<file path="config.mk">
export PLATFORM = sky130hd
export DESIGN_NAME = list_mean_median
export DESIGN_NICKNAME = d
export VERILOG_FILES = /design/src/hdl/lmm_pkg.sv /design/src/hdl/list_mean_median.sv /design/src/hdl/lmm_ram.sv /design/src/hdl/lmm_div.sv
export SDC_FILE = /design/constraint.sdc
export NUM_CORES = 2
export LEC_CHECK = 0
export ABC_AREA = 1
export BUFFER_PORTS_ARGS = -buffer_cell sky130_fd_sc_hd__buf_2
export CORE_ASPECT_RATIO = 0.6
export CORE_MARGIN = 2
export CORE_UTILIZATION = 63
export DETAILED_ROUTE_END_ITERATION = 10
export HOLD_SLACK_MARGIN = 0.08
export PLACE_DENSITY_LB_ADDON = 0.2
export SLEW_MARGIN = 20
export SYNTH_ARGS = -nofsm -noshare
export SYNTH_HDL_FRONTEND = slang
export SYNTH_SLANG_ARGS = --single-unit
export TNS_END_PERCENT = 100
</file>
<file path="constraint.sdc">
create_clock -name clk -period 6.4 [get_ports clk]
set_input_delay 0.32 -clock clk [delete_from_list [all_inputs] [get_ports clk]]
set_output_delay 0.32 -clock clk [all_outputs]
set_load 0.02 [all_outputs]
</file>
<file path="src/hdl/lmm_pkg.sv">
`default_nettype none
// ---------------------------------------------------------------------------
// lmm_pkg
// shared sizes and state codes for the list mean and median block
// ---------------------------------------------------------------------------
package lmm_pkg;

	localparam int MAX_ITEMS = 64;
	localparam int ADDR_W    = $clog2(MAX_ITEMS);
	localparam int CNT_W     = $clog2(MAX_ITEMS + 1);
	localparam int DATA_W    = 32;
	localparam int SUM_W     = DATA_W + ADDR_W;

	typedef enum logic [3:0] {
		S_LOAD,
		S_CLOSE,
		S_CAND_RD,
		S_CAND_WAIT,
		S_SWEEP,
		S_DRAIN,
		S_EVAL,
		S_WAIT,
		S_FIN
	} lmm_state_t;

	typedef struct packed {
		logic                     start;
		logic signed [SUM_W-1:0]  dividend;
		logic [CNT_W-1:0]         divisor;
	} lmm_div_req_t;

endpackage
`default_nettype wire

</file>
<file path="src/hdl/list_mean_median.sv">
`default_nettype none
// ---------------------------------------------------------------------------
// list_mean_median
// loads a list of q16.16 values and reports count, mean and median
// ---------------------------------------------------------------------------
//  channel  ports                                               direction
//  in       in_valid in_stall sample last_item                  request in
//  out      out_valid out_stall mean_value median_value
//           item_count overflowed                               request out
//
//  elements load one per cycle into the element ram while in_stall is low
//  after the last element the median search reads the ram once per
//  candidate and once per compare
//  the mean divider runs in parallel with the search
//  the result sits in an output register; input stalls only from close of
//  a list until its result enters that register
//  reset clears counters and state; the ram needs no clearing
// ---------------------------------------------------------------------------
module list_mean_median
	import lmm_pkg::*;
(
	input  wire logic                     clk,
	input  wire logic                     arst_n,
	input  wire logic                     in_valid,
	output logic                          in_stall,
	input  wire logic signed [DATA_W-1:0] sample,
	input  wire logic                     last_item,
	output logic                          out_valid,
	input  wire logic                     out_stall,
	output logic signed [DATA_W-1:0]      mean_value,
	output logic signed [DATA_W-1:0]      median_value,
	output logic [CNT_W-1:0]              item_count,
	output logic                          overflowed
);

	lmm_state_t state_q, state_nx;

	logic signed [SUM_W-1:0]  sum_q;
	logic [CNT_W-1:0]         count_q;
	logic                     ovf_q;
	logic [CNT_W-1:0]         cand_idx_q;
	logic [CNT_W-1:0]         scan_idx_q;
	logic signed [DATA_W-1:0] cand_q;
	logic [CNT_W-1:0]         lt_cnt_q;
	logic [CNT_W-1:0]         le_cnt_q;
	logic                     rd_v_s1;
	logic signed [DATA_W-1:0] med_hi_q;
	logic signed [DATA_W-1:0] med_lo_q;
	logic                     out_valid_q;

	logic                     in_accept;
	logic                     ram_we;
	logic [ADDR_W-1:0]        ram_raddr;
	logic [DATA_W-1:0]        ram_rdata;
	logic                     rd_issue;
	logic                     out_free;
	logic                     fin_go;
	logic [CNT_W-1:0]         rank_hi;
	logic [CNT_W-1:0]         rank_lo;
	logic signed [DATA_W:0]   med_pair;
	logic signed [DATA_W-1:0] elem;
	logic                     div_busy;
	logic signed [DATA_W-1:0] div_quo;
	lmm_div_req_t             div_req;

	assign in_accept = in_valid && !in_stall;
	assign ram_we    = in_accept && (count_q != CNT_W'(MAX_ITEMS));
	assign out_free  = !out_valid_q || !out_stall;
	assign fin_go    = (state_q == S_FIN) && out_free;
	assign rank_hi   = count_q >> 1;
	assign rank_lo   = rank_hi - 1'b1;
	assign elem      = $signed(ram_rdata);
	assign med_pair  = (DATA_W+1)'(med_hi_q) + (DATA_W+1)'(med_lo_q);

	lmm_ram #(
		.WIDTH(DATA_W),
		.DEPTH(MAX_ITEMS)
	) u_ram (
		.clk   (clk),
		.we    (ram_we),
		.waddr (count_q[ADDR_W-1:0]),
		.wdata (sample),
		.raddr (ram_raddr),
		.rdata (ram_rdata)
	);

	assign div_req.start    = (state_q == S_CLOSE);
	assign div_req.dividend = sum_q;
	assign div_req.divisor  = count_q;

	lmm_div u_div (
		.clk      (clk),
		.arst_n   (arst_n),
		.req      (div_req),
		.busy     (div_busy),
		.quotient (div_quo)
	);

	// next state
	always_comb begin
		state_nx = state_q;
		unique case (state_q)
			S_LOAD: begin
				if (in_accept && last_item) begin
					state_nx = S_CLOSE;
				end
			end
			S_CLOSE:     state_nx = S_CAND_RD;
			S_CAND_RD:   state_nx = S_CAND_WAIT;
			S_CAND_WAIT: state_nx = S_SWEEP;
			S_SWEEP: begin
				if (scan_idx_q == count_q - 1'b1) begin
					state_nx = S_DRAIN;
				end
			end
			S_DRAIN:     state_nx = S_EVAL;
			S_EVAL: begin
				if (cand_idx_q == count_q - 1'b1) begin
					state_nx = S_WAIT;
				end else begin
					state_nx = S_CAND_RD;
				end
			end
			S_WAIT: begin
				if (!div_busy) begin
					state_nx = S_FIN;
				end
			end
			S_FIN: begin
				if (out_free) begin
					state_nx = S_LOAD;
				end
			end
			default:     state_nx = S_LOAD;
		endcase
	end

	// outputs of the controller
	always_comb begin
		in_stall  = 1'b1;
		rd_issue  = 1'b0;
		ram_raddr = cand_idx_q[ADDR_W-1:0];
		unique case (state_q)
			S_LOAD:    in_stall = 1'b0;
			S_CAND_RD: ram_raddr = cand_idx_q[ADDR_W-1:0];
			S_SWEEP: begin
				ram_raddr = scan_idx_q[ADDR_W-1:0];
				rd_issue  = 1'b1;
			end
			default: begin
				in_stall = 1'b1;
			end
		endcase
	end

	always_ff @(posedge clk or negedge arst_n) begin
		if (!arst_n) begin
			state_q     <= S_LOAD;
			sum_q       <= '0;
			count_q     <= '0;
			ovf_q       <= 1'b0;
			cand_idx_q  <= '0;
			scan_idx_q  <= '0;
			rd_v_s1     <= 1'b0;
			out_valid_q <= 1'b0;
		end else begin
			state_q <= state_nx;
			rd_v_s1 <= rd_issue;
			if (fin_go) begin
				out_valid_q <= 1'b1;
			end else if (out_valid_q && !out_stall) begin
				out_valid_q <= 1'b0;
			end
			if (in_accept) begin
				if (ram_we) begin
					sum_q   <= sum_q + SUM_W'(sample);
					count_q <= count_q + 1'b1;
				end else begin
					ovf_q <= 1'b1;
				end
			end
			if (state_q == S_CLOSE) begin
				cand_idx_q <= '0;
			end
			if (state_q == S_CAND_WAIT) begin
				scan_idx_q <= '0;
			end
			if (state_q == S_SWEEP) begin
				scan_idx_q <= scan_idx_q + 1'b1;
			end
			if (state_q == S_EVAL) begin
				cand_idx_q <= cand_idx_q + 1'b1;
			end
			if (fin_go) begin
				sum_q       <= '0;
				count_q     <= '0;
				ovf_q       <= 1'b0;
			end
		end
	end

	// rank counting for the current candidate
	always_ff @(posedge clk) begin
		if (state_q == S_CAND_WAIT) begin
			cand_q   <= elem;
			lt_cnt_q <= '0;
			le_cnt_q <= '0;
		end else if (rd_v_s1) begin
			if (elem < cand_q) begin
				lt_cnt_q <= lt_cnt_q + 1'b1;
			end
			if (elem <= cand_q) begin
				le_cnt_q <= le_cnt_q + 1'b1;
			end
		end
		if (state_q == S_EVAL) begin
			if (lt_cnt_q <= rank_hi && rank_hi < le_cnt_q) begin
				med_hi_q <= cand_q;
			end
			if (lt_cnt_q <= rank_lo && rank_lo < le_cnt_q) begin
				med_lo_q <= cand_q;
			end
		end
	end

	// result register
	always_ff @(posedge clk) begin
		if (fin_go) begin
			mean_value <= div_quo;
			item_count <= count_q;
			overflowed <= ovf_q;
			if (count_q[0]) begin
				median_value <= med_hi_q;
			end else begin
				median_value <= med_pair[DATA_W:1];
			end
		end
	end

	assign out_valid = out_valid_q;

	a_count_range: assert property (@(posedge clk) disable iff (!arst_n)
		count_q <= CNT_W'(MAX_ITEMS))
		else $error("kept count beyond buffer depth");

	a_fin_nonempty: assert property (@(posedge clk) disable iff (!arst_n)
		state_q == S_FIN |-> count_q != '0)
		else $error("list closed with no kept element");

	a_div_idle_load: assert property (@(posedge clk) disable iff (!arst_n)
		state_q == S_LOAD |-> !div_busy)
		else $error("divider still busy while loading");

	a_fin_result: assert property (@(posedge clk) disable iff (!arst_n)
		fin_go |=> out_valid && state_q == S_LOAD)
		else $error("finished result not presented");

endmodule
`default_nettype wire

</file>
<file path="src/hdl/lmm_ram.sv">
`default_nettype none
// ---------------------------------------------------------------------------
// lmm_ram
// generic simple dual port ram, one write and one registered read port
// ---------------------------------------------------------------------------
module lmm_ram #(
	parameter int WIDTH = 32,
	parameter int DEPTH = 64
) (
	input  wire logic                       clk,
	input  wire logic                       we,
	input  wire logic [$clog2(DEPTH)-1:0]   waddr,
	input  wire logic [WIDTH-1:0]           wdata,
	input  wire logic [$clog2(DEPTH)-1:0]   raddr,
	output logic      [WIDTH-1:0]           rdata
);

	logic [WIDTH-1:0] mem_q [DEPTH];

	always_ff @(posedge clk) begin
		if (we) begin
			mem_q[waddr] <= wdata;
		end
		rdata <= mem_q[raddr];
	end

endmodule
`default_nettype wire

</file>
<file path="src/hdl/lmm_div.sv">
`default_nettype none
// ---------------------------------------------------------------------------
// lmm_div
// restoring signed divider, one quotient bit per cycle, rounds toward zero
// ---------------------------------------------------------------------------
module lmm_div
	import lmm_pkg::*;
(
	input  wire logic                      clk,
	input  wire logic                      arst_n,
	input  wire lmm_div_req_t              req,
	output logic                           busy,
	output logic signed [DATA_W-1:0]       quotient
);

	localparam int STEP_W = $clog2(SUM_W + 1);

	logic [SUM_W-1:0]  num_q;
	logic [SUM_W-1:0]  quo_q;
	logic [CNT_W-1:0]  rem_q;
	logic [CNT_W-1:0]  den_q;
	logic              neg_q;
	logic [STEP_W-1:0] step_q;
	logic              busy_q;
	logic [CNT_W:0]    trial;
	logic [SUM_W-1:0]  quo_fix;

	assign trial = {rem_q, num_q[SUM_W-1]};

	always_ff @(posedge clk or negedge arst_n) begin
		if (!arst_n) begin
			busy_q <= 1'b0;
			step_q <= '0;
		end else if (req.start) begin
			busy_q <= 1'b1;
			step_q <= STEP_W'(SUM_W);
		end else if (busy_q) begin
			step_q <= step_q - 1'b1;
			if (step_q == STEP_W'(1)) begin
				busy_q <= 1'b0;
			end
		end
	end

	always_ff @(posedge clk) begin
		if (req.start) begin
			num_q <= req.dividend[SUM_W-1] ? SUM_W'(-req.dividend) : req.dividend;
			neg_q <= req.dividend[SUM_W-1];
			den_q <= req.divisor;
			rem_q <= '0;
			quo_q <= '0;
		end else if (busy_q) begin
			num_q <= {num_q[SUM_W-2:0], 1'b0};
			if (trial >= {1'b0, den_q}) begin
				rem_q <= CNT_W'(trial - {1'b0, den_q});
				quo_q <= {quo_q[SUM_W-2:0], 1'b1};
			end else begin
				rem_q <= trial[CNT_W-1:0];
				quo_q <= {quo_q[SUM_W-2:0], 1'b0};
			end
		end
	end

	assign quo_fix  = neg_q ? SUM_W'(-quo_q) : quo_q;
	assign quotient = quo_fix[DATA_W-1:0];
	assign busy     = busy_q;

endmodule
`default_nettype wire

</file>
==> impl_summary.txt <==
----------------------------------------------------
[Status]
  Run status ... finished clean

[Floorplanning]
  Number of ports placed on the die boundary ... 111
  Vert. Die Dim ... 322 um
  Number of placement rows ... 116
  Core Area ... 167000 um2
  DIE WIDTH ... 534 um
  Total Die Area ... 172000 um2
  Starting utilization of the core area ... 63.6%

[Place]
  Placed Instances ... 11700
  Detail Placement HPWL ... 177 mm
  Final GP Congestion ... 0.915
  Count of input and output buffers ... 110

[Route]
  Routed len/inst ... 25.2 um
  Remaining design rule violation count ... 0
  Met1 wire length ... 124 mm
  Routed Antenna Nets ... 0
  Routed wire length ... 304 mm
  Via total after detailed routing ... 75500
  Drt initial violations ... 12800
  Top layer in use ... met5
  Met2 WL ... 127 mm
  DR WL met3 ... 42.5 mm
  Routed vias/inst ... 6.25
  Number of optimization iterations in the first detailed-route pass ... 6

[Power and ir drop]
  Part of the total power dissipated in sequential elements ... 56.1%
  Internal ... 0.0246 W
  Static leakage power ... 45.4 nW
  Max IR drop VDD ... 0.000247 V
  Sw power ... 0.00613 W
  Pwr per Cell Area ... 264 nW/um2
  Share of total power in the clock network ... 42.6%
  Net Sw Frac ... 19.9%
  Part of the power in combinational logic ... 1.3%
  Total Power ... 0.0307 W

[Synth]
  Post-Syn Instances ... 9651
  Post-synthesis register bit count ... 2420
  Post-Synthesis Mean Instance Area ... 11.0 um2
  Async set-reset flop share out of synthesis ... 3.02%
  Most common flop cell mapped by yosys ... edfxtp_1
  Syn Nets ... 9838
  Number of flops mapped to enable cells by yosys ... 2262
  Netlist area before placement ... 106000 um2
  Number of different library cells in the post-synthesis netlist ... 54
  Yosys warning total ... 0
  Proportion of synthesized chip area in sequential cells ... 67.2%

[Global routing]
  Initial antenna violation count ... 19
  Maximum number of pins on one net before global-route repair ... 234
  Leftover overflow at the end of global routing ... 0
  GRT Overall Usage ... 35.0%
  Global-route wire length before repair ... 450 mm
  Vias in the first global route ... 71100

[STA]
  Slew at the pin closest to its max-slew limit ... 1.21 ns
  Clock period minus worst slack ... 4.82 ns
  Final setup violating endpoints ... 0
  Worst hold margin ... 0.0585 ns
  Count of final hold-check violations ... 0
  Setup TNS ... 0 ns
  Largest clock skew in the final design ... 0.0635 ns
  Relative max-transition margin ... 19.6%
  Achievable clock frequency ... 0.208 GHz
  Ratio of final minimum period to clock period ... 75.3%
  Max-slew violation count ... 0
  RSZ-0062 raised after global routing ... no

[CTS]
  Clock transition time at the flip-flop clock pins of the worst setup and hold paths ... 0.07 ns
  Post-cts hold buffer count ... 13
  Clock root buffer master ... clkbuf_16
  Number of buffers inserted by post-CTS setup repair ... 0
  Num CTS Buffers ... 214
  Deepest clock path buffer count ... 4
  Number of cells upsized or downsized after cts ... 0
  Clock sink count ... 2420
  CTS H-tree lvls ... 4
  Clock latency of the later-clocked register in the worst-skew pair ... 0.90 ns
  Clock tree from TritonCTS ... done

[Critical path]
  Slowest stage delay, CP ... 1.08 ns
  Highest net fanout along the worst path ... 22
  Data required time of the worst path ... 6.95 ns
  Count of buffer and inverter cells on the critical path ... 3
  Crit path cell chain ... clkinv_1 > nand2_1 > nor3_1 > nand3_1 > nand2_2 > inv_2 > nand4_1 > nor2_4 > buf_4
  Family of cells with the greatest summed delay on the critical path ... simple AND/OR/NAND/NOR gates
  Signal arrival time at the worst endpoint ... 5.36 ns
  Critical-path cell with the highest stage delay ... nor2_4
  Kind of critical path ... register to register
  Kind of launch point of the worst setup path ... register
  CP endpoint kind ... register

[Layout]
  Net total in the final layout ... 9842
  Share of post-route cells with drive strength above 1 ... 7.04%
  Number of flip-flops under the largest register name ... 2048
  Biggest register ... u_ram.mem_q
  Final core utilization ... 69.6%
  Area Growth Syn to Fin ... 9.50%
  Leading registers by flop count ... u_ram.mem_q (2048), sum_q (38), u_div.num_q (38)
  Non-Filler Instances ... 12100

[Hold path]
  Worst Hold Class ... input pin to async pin

[Run]
  Number of maximum-capacitance constraint violations ... 0

----------------------------------------------------
==> kinds of logic (layout without fill, tap and decap cells) <==
logic type / after synthesis / count (layout) / synth area share (%)
simple gates: 4476 / 4476 / 18.3
flops: 2420 / 2420 / 67.2
buf+inv: 1489 / 1661 / 5.82
compound gates: 1032 / 1032 / 6.17
fa+ha+maj: 150 / 150 / 1.79
xor+xnor: 83 / 83 / 0.684
mux: 1 / 1 / 0.00941
other cells: 0 / 7 / 0
==> final cells by class <==
type,instances,area [um2]
Tap cell,2242,2810
Timing Repair Buffer,297,2260
Multi-Input combinational cell,5742,29300
Inverter,980,3710
Clock buffer,280,5770
Sequential cell,2420,71500
Clock inverter,104,1160
Fill cell,11800,50800
Antenna cell,7,17.5
==> power by group through the flow <==
stage               logic [W]  registers (W)  clock network, W
floorplan           0.0000604         0.0176                 0
global placement     0.000372         0.0176                 0
detailed placement   0.000381         0.0176                 0
CTS                  0.000386         0.0173            0.0131
global route         0.000423         0.0172            0.0137
finish               0.000401         0.0173            0.0131
==> Yosys cell counts, types with 2 or more instances <==
master | number | area, um2
o21ai_0 | 167 | 836
fa_1 | 3 | 60.1
ha_1 | 147 | 1840
dfxtp_1 | 85 | 1700
nor4_1 | 14 | 87.6
nand4_1 | 41 | 257
o21a_1 | 11 | 82.6
o21bai_1 | 5 | 37.5
o21ai_2 | 2 | 17.5
or2_2 | 19 | 119
buf_6 | 13 | 146
a21o_1 | 8 | 60.1
nand3b_1 | 203 | 1520
buf_4 | 36 | 270
o21ai_1 | 56 | 280
o22ai_1 | 11 | 68.8
xor2_1 | 64 | 561
o31ai_1 | 9 | 67.6
xnor2_1 | 19 | 166
a31oi_1 | 17 | 106
nand2_2 | 5 | 31.3
a22oi_1 | 32 | 240
a211oi_1 | 3 | 22.5
inv_1 | 967 | 3630
a21boi_0 | 8 | 60.1
o311ai_0 | 2 | 17.5
nor3b_1 | 4 | 30.0
and3b_1 | 2 | 17.5
nor2_1 | 302 | 1130
a21oi_1 | 244 | 1220
clkinv_1 | 6 | 22.5
o211ai_1 | 450 | 3380
dfrtp_1 | 73 | 1830
edfxtp_1 | 2262 | 67900
clkbuf_1 | 120 | 450
nand3_1 | 1288 | 6450
inv_2 | 7 | 26.3
buf_1 | 46 | 173
nand2_1 | 2544 | 9550
buf_2 | 294 | 1470
nor3_1 | 49 | 245
==> path summary, 6_finish.rpt <==
check	end	slack [ns]	startpoint	cells after the start
setup reg to reg	u_ram.mem_q[16][15]	1.58	count_q[4]	9
min in group clk	u_ram.mem_q[56][24]	0.16	sample[24]	2
hold reg to reg	cand_q[13]	0.44	u_ram.rdata[13]	0
hold / removal	u_div.step_q[4]	0.06	arst_n	2
max in group asynchronous	count_q[0]	5.75	arst_n	2
setup / recovery	u_ram.mem_q[16][15]	1.58	count_q[4]	9
==> layout by cell type, fill, tap and decap left out, types with 72 or more instances in the layout <==
cell type and count:
a21oi_1 241, buf_2 109, buf_4 153, clkbuf_16 216, dfrtp_1 72, dfxtp_1 85
edfxtp_1 2262, ha_1 147, inv_1 965, nand2_1 2544, nand3_1 1288, nand3b_1 203
nor2_1 240, o211ai_1 450, o21ai_0 167
==> routing by layer <==
| layer | up-vias | global-route usage (%) |
|---|---|---|
| met5 | - | 0 |
| met4 | 18 | 11.8 |
| met3 | 594 | 8.39 |
| met2 | 5216 | 49.6 |
| met1 | 36200 | 53.4 |
| li1 | 33500 | - |
==> stage by stage <==
stage / worst slack [ns] / instance area, um2
2_1_floorplan: 1.24 / 106000
3_3_place_gp: 1.76 / 109000
3_5_place_dp: 1.64 / 109000
4_1_cts: 1.63 / 116000
5_1_grt: 1.29 / 116000
6_report: 1.58 / 116000
(Power assumes the default switching activity.)
